`src/hw/rtl/pse_pkg.sv`:
```
`timescale 1ns / 1ps
// shared types and constants for the postfix stack evaluator
// no dependencies; imported by every module of the block

package pse_pkg;

   localparam int STACK_DEPTH = 64;
   localparam int ADDR_W      = $clog2(STACK_DEPTH);
   localparam int CNT_W       = $clog2(STACK_DEPTH + 1);
   localparam int DATA_W      = 32;

   localparam logic KIND_CHAR = 1'b0;
   localparam logic KIND_END  = 1'b1;

   localparam logic [1:0] ERR_OK        = 2'd0;
   localparam logic [1:0] ERR_MALFORMED = 2'd1;
   localparam logic [1:0] ERR_DIV_ZERO  = 2'd2;

   localparam logic [1:0] PEND_NONE  = 2'd0;
   localparam logic [1:0] PEND_PLUS  = 2'd1;
   localparam logic [1:0] PEND_MINUS = 2'd2;

   localparam logic [7:0] CHAR_PLUS  = 8'h2B;
   localparam logic [7:0] CHAR_MINUS = 8'h2D;
   localparam logic [7:0] CHAR_STAR  = 8'h2A;
   localparam logic [7:0] CHAR_SLASH = 8'h2F;
   localparam logic [7:0] CHAR_SPACE = 8'h20;
   localparam logic [7:0] CHAR_ZERO  = 8'h30;
   localparam logic [7:0] CHAR_NINE  = 8'h39;

   typedef enum logic [1:0] {
      ALU_ADD = 2'd0,
      ALU_SUB = 2'd1,
      ALU_MUL = 2'd2,
      ALU_DIV = 2'd3
   } alu_op_type;

   typedef struct packed {
      logic              start;
      alu_op_type        op;
      logic [DATA_W-1:0] left;
      logic [DATA_W-1:0] right;
   } alu_req_type;

   typedef struct packed {
      logic              done;
      logic              div_zero;
      logic [DATA_W-1:0] result;
   } alu_rsp_type;

   typedef struct packed {
      logic       kind;
      logic [7:0] char_code;
   } req_beat_type;

   typedef struct packed {
      logic signed [DATA_W-1:0] value;
      logic [1:0]               error_code;
   } rsp_beat_type;

endpackage

```
`src/hw/rtl/pse_stack_ram.sv`:
```
`timescale 1ns / 1ps
// operand stack storage: one write port, one registered read port
// depends on pse_pkg for depth and widths

module pse_stack_ram import pse_pkg::*; (
   input  logic              clock,
   input  logic              wr_en,
   input  logic [ADDR_W-1:0] wr_addr,
   input  logic [DATA_W-1:0] wr_data,
   input  logic [ADDR_W-1:0] rd_addr,
   output logic [DATA_W-1:0] rd_data
);

   logic [DATA_W-1:0] stack_mem_ff [STACK_DEPTH];
   logic [DATA_W-1:0] rd_data_ff;

   always_ff @(posedge clock) begin
      if (wr_en) begin
         stack_mem_ff[wr_addr] <= wr_data;
      end
      rd_data_ff <= stack_mem_ff[rd_addr];
   end

   assign rd_data = rd_data_ff;

endmodule

```
`src/hw/rtl/pse_alu.sv`:
```
`timescale 1ns / 1ps
// shared arithmetic unit: add, subtract and multiply in a single step,
// signed divide by a radix-2 restoring loop; depends on pse_pkg

module pse_alu import pse_pkg::*; (
   input  logic        clock,
   input  logic        reset,
   input  alu_req_type req,
   output alu_rsp_type rsp
);

   localparam int STEP_W = $clog2(DATA_W);

   logic              busy_ff, busy_in;
   logic              done_ff, done_in;
   logic              dz_ff, dz_in;
   logic [DATA_W-1:0] result_ff, result_in;
   logic [STEP_W-1:0] cnt_ff, cnt_in;
   logic [DATA_W-1:0] rem_ff, rem_in;
   logic [DATA_W-1:0] quo_ff, quo_in;
   logic [DATA_W-1:0] dvs_ff, dvs_in;
   logic              neg_ff, neg_in;
   logic [DATA_W+1:0] trial;
   logic              qbit;

   always_comb begin
      busy_in   = busy_ff;
      done_in   = 1'b0;
      dz_in     = dz_ff;
      result_in = result_ff;
      cnt_in    = cnt_ff;
      rem_in    = rem_ff;
      quo_in    = quo_ff;
      dvs_in    = dvs_ff;
      neg_in    = neg_ff;
      trial     = {1'b0, rem_ff, quo_ff[DATA_W-1]} - {2'b00, dvs_ff};
      qbit      = ~trial[DATA_W+1];

      if (busy_ff) begin
         // one quotient bit per cycle
         rem_in = qbit ? trial[DATA_W-1:0] : {rem_ff[DATA_W-2:0], quo_ff[DATA_W-1]};
         quo_in = {quo_ff[DATA_W-2:0], qbit};
         cnt_in = cnt_ff - 1'b1;
         if (cnt_ff == '0) begin
            busy_in   = 1'b0;
            done_in   = 1'b1;
            dz_in     = 1'b0;
            result_in = neg_ff ? (~quo_in + 1'b1) : quo_in;
         end
      end else if (req.start) begin
         case (req.op)
            ALU_ADD: begin
               done_in   = 1'b1;
               dz_in     = 1'b0;
               result_in = req.left + req.right;
            end
            ALU_SUB: begin
               done_in   = 1'b1;
               dz_in     = 1'b0;
               result_in = req.left - req.right;
            end
            ALU_MUL: begin
               done_in   = 1'b1;
               dz_in     = 1'b0;
               result_in = req.left * req.right;
            end
            ALU_DIV: begin
               if (req.right == '0) begin
                  done_in = 1'b1;
                  dz_in   = 1'b1;
               end else begin
                  busy_in = 1'b1;
                  cnt_in  = STEP_W'(DATA_W - 1);
                  rem_in  = '0;
                  quo_in  = req.left[DATA_W-1] ? (~req.left + 1'b1) : req.left;
                  dvs_in  = req.right[DATA_W-1] ? (~req.right + 1'b1) : req.right;
                  neg_in  = req.left[DATA_W-1] ^ req.right[DATA_W-1];
               end
            end
            default: begin
               done_in = 1'b0;
            end
         endcase
      end
   end

   always_ff @(posedge clock) begin
      if (reset) begin
         busy_ff <= 1'b0;
         done_ff <= 1'b0;
      end else begin
         busy_ff <= busy_in;
         done_ff <= done_in;
      end
      dz_ff     <= dz_in;
      result_ff <= result_in;
      cnt_ff    <= cnt_in;
      rem_ff    <= rem_in;
      quo_ff    <= quo_in;
      dvs_ff    <= dvs_in;
      neg_ff    <= neg_in;
   end

   assign rsp.done     = done_ff;
   assign rsp.div_zero = dz_ff;
   assign rsp.result   = result_ff;

endmodule

```
`src/hw/rtl/postfix_stack_evaluator_unit.sv`:
```
`timescale 1ns / 1ps
// postfix expression evaluator top level: sequencer, stack and result register
// depends on pse_pkg, pse_alu and pse_stack_ram

// One character beat per item, closed by an end beat that returns one result
// (value, or error 1 for malformed/overflow, 2 for division by zero). The block
// handles one beat at a time: a space, digit or sign is decoded in the dispatch
// state; ending a number adds a stack push; any other token pushes zero; '*'
// reads two stack entries, runs the shared unit and pushes the result, as does
// the beat after a '+' or '-' that turns out to be an operator; '/' does the
// same with the divider producing one quotient bit per cycle. The end beat
// runs any pending push or operator first, and waits while an earlier result is
// still unclaimed. The result waits in an output register, so characters of
// the next expression are taken while it is unclaimed. No clearing pass follows
// reset.

module postfix_stack_evaluator_unit import pse_pkg::*; (
   input  logic         clock,
   input  logic         reset,
   input  logic         req_valid,
   output logic         req_stall,
   input  req_beat_type req_data,
   output logic         rsp_valid,
   input  logic         rsp_stall,
   output rsp_beat_type rsp_data
);

   typedef enum logic [6:0] {
      ST_IDLE     = 7'b0000001,
      ST_DISPATCH = 7'b0000010,
      ST_RD_RIGHT = 7'b0000100,
      ST_EXEC     = 7'b0001000,
      ST_WAIT     = 7'b0010000,
      ST_PUSH     = 7'b0100000,
      ST_OUT      = 7'b1000000
   } state_type;

   state_type         state_ff, state_in;
   logic              kind_ff, kind_in;
   logic [7:0]        char_ff, char_in;
   logic              consumed_ff, consumed_in;
   logic [CNT_W-1:0]  count_ff, count_in;
   logic [DATA_W-1:0] acc_ff, acc_in;
   logic              in_num_ff, in_num_in;
   logic              neg_ff, neg_in;
   logic [1:0]        pend_ff, pend_in;
   logic [1:0]        err_ff, err_in;
   alu_op_type        op_ff, op_in;
   logic [DATA_W-1:0] right_ff, right_in;
   logic [DATA_W-1:0] push_val_ff, push_val_in;
   logic              rsp_valid_ff, rsp_valid_in;
   rsp_beat_type      rsp_data_ff, rsp_data_in;

   logic              is_digit;
   logic [DATA_W-1:0] digit_val;
   logic [DATA_W-1:0] acc_next;
   logic              slot_free;
   logic              op_go;
   alu_op_type        op_sel;
   logic              wr_en;
   logic [ADDR_W-1:0] rd_addr;
   logic [DATA_W-1:0] rd_data;
   alu_req_type       alu_req;
   alu_rsp_type       alu_rsp;

   pse_stack_ram u_stack (
      .clock   (clock),
      .wr_en   (wr_en),
      .wr_addr (count_ff[ADDR_W-1:0]),
      .wr_data (push_val_ff),
      .rd_addr (rd_addr),
      .rd_data (rd_data)
   );

   pse_alu u_alu (
      .clock (clock),
      .reset (reset),
      .req   (alu_req),
      .rsp   (alu_rsp)
   );

   assign is_digit  = (char_ff >= CHAR_ZERO) && (char_ff <= CHAR_NINE);
   assign digit_val = DATA_W'(char_ff - CHAR_ZERO);
   // times ten as two shifted adds
   assign acc_next  = (acc_ff << 3) + (acc_ff << 1) + digit_val;
   assign slot_free = ~rsp_valid_ff | ~rsp_stall;

   always_comb begin
      state_in     = state_ff;
      kind_in      = kind_ff;
      char_in      = char_ff;
      consumed_in  = consumed_ff;
      count_in     = count_ff;
      acc_in       = acc_ff;
      in_num_in    = in_num_ff;
      neg_in       = neg_ff;
      pend_in      = pend_ff;
      err_in       = err_ff;
      op_in        = op_ff;
      right_in     = right_ff;
      push_val_in  = push_val_ff;
      rsp_valid_in = rsp_valid_ff & rsp_stall;
      rsp_data_in  = rsp_data_ff;
      op_go        = 1'b0;
      op_sel       = ALU_ADD;
      wr_en        = 1'b0;
      rd_addr      = '0;
      alu_req.start = 1'b0;
      alu_req.op    = op_ff;
      alu_req.left  = rd_data;
      alu_req.right = right_ff;

      case (state_ff)
         ST_IDLE: begin
            if (req_valid) begin
               kind_in     = req_data.kind;
               char_in     = req_data.char_code;
               consumed_in = 1'b0;
               state_in    = ST_DISPATCH;
            end
         end
         ST_DISPATCH: begin
            if (kind_ff == KIND_CHAR) begin
               if (err_ff != ERR_OK || consumed_ff) begin
                  state_in = ST_IDLE;
               end else if (pend_ff != PEND_NONE) begin
                  pend_in = PEND_NONE;
                  if (is_digit) begin
                     in_num_in = 1'b1;
                     neg_in    = (pend_ff == PEND_MINUS);
                     acc_in    = digit_val;
                     state_in  = ST_IDLE;
                  end else begin
                     op_go  = 1'b1;
                     op_sel = (pend_ff == PEND_MINUS) ? ALU_SUB : ALU_ADD;
                  end
               end else if (in_num_ff) begin
                  if (is_digit) begin
                     acc_in   = acc_next;
                     state_in = ST_IDLE;
                  end else begin
                     push_val_in = neg_ff ? (~acc_ff + 1'b1) : acc_ff;
                     in_num_in   = 1'b0;
                     neg_in      = 1'b0;
                     acc_in      = '0;
                     state_in    = ST_PUSH;
                  end
               end else begin
                  consumed_in = 1'b1;
                  state_in    = ST_IDLE;
                  if (is_digit) begin
                     in_num_in = 1'b1;
                     neg_in    = 1'b0;
                     acc_in    = digit_val;
                  end else if (char_ff == CHAR_SPACE) begin
                     state_in = ST_IDLE;
                  end else if (char_ff == CHAR_PLUS) begin
                     pend_in = PEND_PLUS;
                  end else if (char_ff == CHAR_MINUS) begin
                     pend_in = PEND_MINUS;
                  end else if (char_ff == CHAR_STAR) begin
                     op_go  = 1'b1;
                     op_sel = ALU_MUL;
                  end else if (char_ff == CHAR_SLASH) begin
                     op_go  = 1'b1;
                     op_sel = ALU_DIV;
                  end else begin
                     // any other character is a token worth zero
                     push_val_in = '0;
                     state_in    = ST_PUSH;
                  end
               end
            end else begin
               if (err_ff != ERR_OK) begin
                  state_in = ST_OUT;
               end else if (in_num_ff) begin
                  push_val_in = neg_ff ? (~acc_ff + 1'b1) : acc_ff;
                  in_num_in   = 1'b0;
                  neg_in      = 1'b0;
                  acc_in      = '0;
                  state_in    = ST_PUSH;
               end else if (pend_ff != PEND_NONE) begin
                  pend_in = PEND_NONE;
                  op_go   = 1'b1;
                  op_sel  = (pend_ff == PEND_MINUS) ? ALU_SUB : ALU_ADD;
               end else begin
                  // bottom entry is read here and held through the output state
                  if (count_ff != CNT_W'(1)) begin
                     err_in = ERR_MALFORMED;
                  end
                  state_in = ST_OUT;
               end
            end
         end
         ST_RD_RIGHT: begin
            right_in = rd_data;
            rd_addr  = ADDR_W'(count_ff - CNT_W'(2));
            state_in = ST_EXEC;
         end
         ST_EXEC: begin
            alu_req.start = 1'b1;
            count_in      = count_ff - CNT_W'(2);
            state_in      = ST_WAIT;
         end
         ST_WAIT: begin
            if (alu_rsp.done) begin
               if (alu_rsp.div_zero) begin
                  err_in   = ERR_DIV_ZERO;
                  state_in = ST_DISPATCH;
               end else begin
                  push_val_in = alu_rsp.result;
                  state_in    = ST_PUSH;
               end
            end
         end
         ST_PUSH: begin
            if (count_ff == CNT_W'(STACK_DEPTH)) begin
               err_in = ERR_MALFORMED;
            end else begin
               wr_en    = 1'b1;
               count_in = count_ff + CNT_W'(1);
            end
            state_in = ST_DISPATCH;
         end
         ST_OUT: begin
            if (slot_free) begin
               rsp_valid_in           = 1'b1;
               rsp_data_in.value      = (err_ff == ERR_OK) ? rd_data : '0;
               rsp_data_in.error_code = err_ff;
               count_in               = '0;
               acc_in                 = '0;
               in_num_in              = 1'b0;
               neg_in                 = 1'b0;
               pend_in                = PEND_NONE;
               err_in                 = ERR_OK;
               state_in               = ST_IDLE;
            end
         end
         default: begin
            state_in = ST_IDLE;
         end
      endcase

      if (op_go) begin
         if (count_ff < CNT_W'(2)) begin
            err_in   = ERR_MALFORMED;
            state_in = ST_DISPATCH;
         end else begin
            op_in    = op_sel;
            rd_addr  = ADDR_W'(count_ff - CNT_W'(1));
            state_in = ST_RD_RIGHT;
         end
      end
   end

   always_ff @(posedge clock) begin
      if (reset) begin
         state_ff     <= ST_IDLE;
         count_ff     <= '0;
         acc_ff       <= '0;
         in_num_ff    <= 1'b0;
         neg_ff       <= 1'b0;
         pend_ff      <= PEND_NONE;
         err_ff       <= ERR_OK;
         consumed_ff  <= 1'b0;
         rsp_valid_ff <= 1'b0;
      end else begin
         state_ff     <= state_in;
         count_ff     <= count_in;
         acc_ff       <= acc_in;
         in_num_ff    <= in_num_in;
         neg_ff       <= neg_in;
         pend_ff      <= pend_in;
         err_ff       <= err_in;
         consumed_ff  <= consumed_in;
         rsp_valid_ff <= rsp_valid_in;
      end
      kind_ff     <= kind_in;
      char_ff     <= char_in;
      op_ff       <= op_in;
      right_ff    <= right_in;
      push_val_ff <= push_val_in;
      rsp_data_ff <= rsp_data_in;
   end

   assign req_stall = (state_ff != ST_IDLE);
   assign rsp_valid = rsp_valid_ff;
   assign rsp_data  = rsp_data_ff;

   a_count_bound: assert property (@(posedge clock) disable iff (reset)
      count_ff <= CNT_W'(STACK_DEPTH))
      else $error("stack count beyond depth");

   a_alu_done_in_wait: assert property (@(posedge clock) disable iff (reset)
      alu_rsp.done |-> state_ff == ST_WAIT)
      else $error("arithmetic unit finished outside the wait state");

   a_err_zero_value: assert property (@(posedge clock) disable iff (reset)
      rsp_valid_ff && rsp_data_ff.error_code != ERR_OK |-> rsp_data_ff.value == '0)
      else $error("error result carries a nonzero value");

   a_clear_after_end: assert property (@(posedge clock) disable iff (reset)
      state_ff == ST_OUT && slot_free |=>
         count_ff == '0 && err_ff == ERR_OK && pend_ff == PEND_NONE && !in_num_ff
         && rsp_valid_ff)
      else $error("expression state not cleared after end beat");

endmodule

```
`config.mk`:
```
export PLATFORM = sky130hd
export DESIGN_NAME = postfix_stack_evaluator_unit
export DESIGN_NICKNAME = d
export VERILOG_FILES = /design/src/hw/rtl/pse_pkg.sv /design/src/hw/rtl/pse_stack_ram.sv /design/src/hw/rtl/pse_alu.sv /design/src/hw/rtl/postfix_stack_evaluator_unit.sv
export SDC_FILE = /design/constraint.sdc
export NUM_CORES = 2
export LEC_CHECK = 0
export BUFFER_PORTS_ARGS = -buffer_cell sky130_fd_sc_hd__buf_4
export CAP_MARGIN = 10
export CORE_MARGIN = 2
export CORE_UTILIZATION = 35
export DETAILED_ROUTE_END_ITERATION = 7
export GPL_TIMING_DRIVEN = 1
export SYNTH_ARGS = -nofsm -noshare
export SYNTH_HDL_FRONTEND = slang
export SYNTH_SLANG_ARGS = --single-unit
```
`constraint.sdc`:
```
create_clock -name clock -period 7.9 [get_ports clock]
set_input_delay 1.58 -clock clock [delete_from_list [all_inputs] [get_ports clock]]
set_output_delay 1.58 -clock clock [all_outputs]
set_load 0.02 [all_outputs]
```
==> flow_summary.json <==
{
  "status": "completed",
  "tightest_slew_ns": 1.27,
  "drcViolationCount": 0,
  "setup.worst_path.class": "reg2reg",
  "top_usage_layer": "met2",
  "io_buffers": 48,
  "regArea_um2": 70600,
  "vias": 82400,
  "grtUsageMet1_pct": 30.8,
  "syn_inst": 9957,
  "post_drt_wl_per_cell_um": 26.7,
  "ir_worst_vdd_uv": 211,
  "ctsLongestPathBuffers": 4,
  "path_max_fanout": 13,
  "die_y_um": 584,
  "async_flop_share_pct": 0,
  "maxCapViolCount": 0,
  "relSlewSlack_pct": 15.0,
  "fin_crit_sh_pct": 96.2,
  "layoutNonFillerInstCount": 14800,
  "core_area_um2": 336000,
  "grt_max_degree": 136,
  "drt-pass1-iter-count": 6,
  "fillers": 31300,
  "syn_nets": 10600,
  "setup_violations": 0,
  "die_area_um2": 342000,
  "multi_input_area_um2": 43700,
  "grt_pass1_vias": 79300,
  "ant_nets": 0,
  "antenna_found_initial": 37,
  "grtUsageTotal_pct": 22.6,
  "grt_setup_unrepaired": "no",
  "ys_top_cells_by_area": "edfxtp_1 (58%), nand2_1 (7.5%), fa_1 (7.5%)",
  "power_density_nw_per_um2": 217,
  "syn_avg_cell_area_um2": 11.8,
  "timing.hold.ws_ns": 0.516,
  "grt_overflow": 0,
  "synthToLayoutAreaGrowth_pct": 13.3,
  "cts_made_buffers": 245,
  "grtUsageMet2_pct": 35.6,
  "yosysWarningCount": 0,
  "ios": 49,
  "slowest_stage": "edfxtp_1",
  "dp_cells": 14300,
  "required_ns": 8.52,
  "cts_hold_buffers": 0,
  "drv_slew": 0,
  "clockRootBuffer": "clkbuf_16",
  "clock-sinks": 2380,
  "clk_latency_ns": 0.99,
  "p_leak_nw": 48.4,
  "cp_data_arrival_time_ns": 8.21,
  "holdCritPathClass": "reg2reg",
  "met3_usage_pct": 4.14,
  "finalCriticalPeriod_ns": 7.60,
  "h-tree-depth": 4,
  "fmax_ghz": 0.132,
  "ys.flop_type": "edfxtp_1",
  "yosysUniqueCellTypes": 91,
  "netlist.area_leader.share_pct": 58.4,
  "rows": 213,
  "crit_family": "adder cells",
  "slowest_delay_ns": 0.81,
  "grt_pass1_wl_mm": 565,
  "ys_ff_latch": 2380,
  "nets": 10700,
  "vias_per_cell": 5.58,
  "end_kind": "flip-flop",
  "fp.dieW_um": 584,
  "final.setup.tns_ns": 0,
  "synth_edf_count": 2292,
  "netlist_area_um2": 118000,
  "finalHoldViolations": 0,
  "cts_tree": "done",
  "initial_utilization_pct": 35.1,
  "drive_gt1_share_pct": 9.44,
  "yosys.area.top_type": "edfxtp_1",
  "power_mw": 29.0,
  "cts.clk_slew.worst_paths_ns": 0.07,
  "drt_iter0_drc": 10800,
  "finalWeightedCongestion": 0.927,
  "crit_buf_inv": 4,
  "dp_hpwl_mm": 251,
  "crit_path_start_kind": "flip-flop",
  "path_cells": "buf_4 -> and2_1 -> fa_1 -> inv_1 -> fa_1 -> fa_1 -> inv_1 -> fa_1 -> inv_1 -> fa_1 -> fa_1 -> fa_1 -> fa_1 -> xnor2_1 -> xnor2_1 -> xnor2_1 -> xnor2_1 -> xnor2_1 -> xnor2_1 -> xnor2_1 -> xnor2_1 -> a221o_1",
  "final_cell_mix": "nand2_1 (2346), edfxtp_1 (2292), nand3_1 (617)",
  "mostFrequentLayoutCell": "nand2_1",
  "clock-skew-final_ns": 0.142,
  "drt_wl_total_mm": 395,
  "seq_area_frac_synth_pct": 59.9
}
[through the flow]
step / util (%) / setup slack [ns] / area [µm²]
global route: 39.7 / 0.00436 / 134000
CTS: 39.7 / 0.168 / 134000
global placement: 37.3 / 0.0636 / 125000
finish: 39.8 / 0.303 / 134000
detailed placement: 37.3 / 0.173 / 125000
floorplan: - / 0.481 / 118000
[layer usage]
layer	wire (µm)	share of wire (%)
met2	180000	46
met4	17400	4.4
met5	101	0.026
met1	158000	40
met3	39400	10
[final timing paths]
kind	depth (start not counted)	start	end	slack [ns]
worst max-delay path	22	right_ff[17]$_DFFE_PN_	u_alu.result_ff[31]$_DFFE_PP_	0.30
worst min-delay path	0	err_ff[0]$_SDFF_PP0_	rsp_data[0]$_DFFE_PP_	0.52
worst max register to register	22	right_ff[17]$_DFFE_PN_	u_alu.result_ff[31]$_DFFE_PP_	0.30
worst min register to register	0	err_ff[0]$_SDFF_PP0_	rsp_data[0]$_DFFE_PP_	0.52
[sequential cells by signal (all words and copies together), names as in the netlist, 2 cells and up]
| signal | flops |
|---|---|
| right_ff | 32 |
| u_alu.quo_ff | 32 |
| u_alu.dvs_ff | 32 |
| count_ff | 7 |
| u_alu.cnt_ff | 5 |
| op_ff | 2 |
| u_alu.result_ff | 32 |
| u_stack.stack_mem_ff | 2048 |
| acc_ff | 32 |
| rsp_data | 34 |
| state_ff | 7 |
| u_alu.rem_ff | 32 |
| err_ff | 2 |
| char_ff | 8 |
| push_val_ff | 32 |
| pend_ff | 2 |
| u_stack.rd_data | 32 |
[Yosys cell counts (all sizes together), types with 12 or more instances]
master   instances
nand2         2347
edfxtp        2292
nand3          618
inv            470
fa             439
and2           354
clkbuf         334
buf            281
nor2           274
and3           252
o21ai          240
ha             234
a21oi          212
a311oi         205
a31oi          171
xnor2          166
xor2           141
dfxtp           88
nor3            74
mux2i           62
o22ai           55
a211oi          53
o31ai           49
a21o            48
nand4           37
or4             37
nand2b          34
a32oi           33
o21a            33
a22oi           28
or3             25
a2111oi         22
mux4            22
nor2b           20
nor4            20
o41ai           19
o211ai          16
or2             14
nand3b          12
o21bai          12
[power breakdown]
group / leakage (nW) / internal, mW / switching (mW)
Combinational: 23.2 / 1.23 / 2.05
Sequential: 21.2 / 14.0 / 0.0412
Clock: 3.92 / 6.67 / 5.05
Total: 48.4 / 21.9 / 7.15
[repair_timing]
item	CTS	global route
gates resized for setup	0	10
buffers inserted	0	1
endpoints found under the setup margin	0	5
[worst register-to-register path: stages, from the launching register on]
cell and delay (ns):
edfxtp_1 0.81, buf_4 0.38, and2_1 0.19, fa_1 0.55, inv_1 0.06, fa_1 0.52
fa_1 0.52, inv_1 0.06, fa_1 0.58, inv_1 0.06, fa_1 0.47, fa_1 0.51
fa_1 0.42, fa_1 0.42, xnor2_1 0.23, xnor2_1 0.17, xnor2_1 0.16, xnor2_1 0.15
xnor2_1 0.16, xnor2_1 0.11, xnor2_1 0.33, xnor2_1 0.13, a221o_1 0.35
[kinds of logic (layout without fill, tap and decap cells)]
family	count (synthesis)	in the layout	synth area share, %
and+or+nand+nor	4142	4142	15.8
xor gates and xnor gates	307	307	2.28
adders and majority gates	673	673	9.94
AOI/OAI and AO/OA	1283	1283	7.45
DFF	2380	2380	59.9
muxes	86	86	0.966
buffers and inverters	1086	1368	3.66
other	0	11	0
[layout make-up]
| cell class | instances | area share, % |
|---|---|---|
| timing repair buffer | 445 | 2.83 |
| sequential | 2380 | 52.8 |
| antenna | 11 | 0.0206 |
| tap | 4515 | 4.23 |
| multi-input combinational | 6491 | 32.7 |
| clock inverter | 164 | 1.30 |
| clock buffer | 288 | 4.76 |
| inverter | 471 | 1.32 |
(Power assumes the default switching activity.)
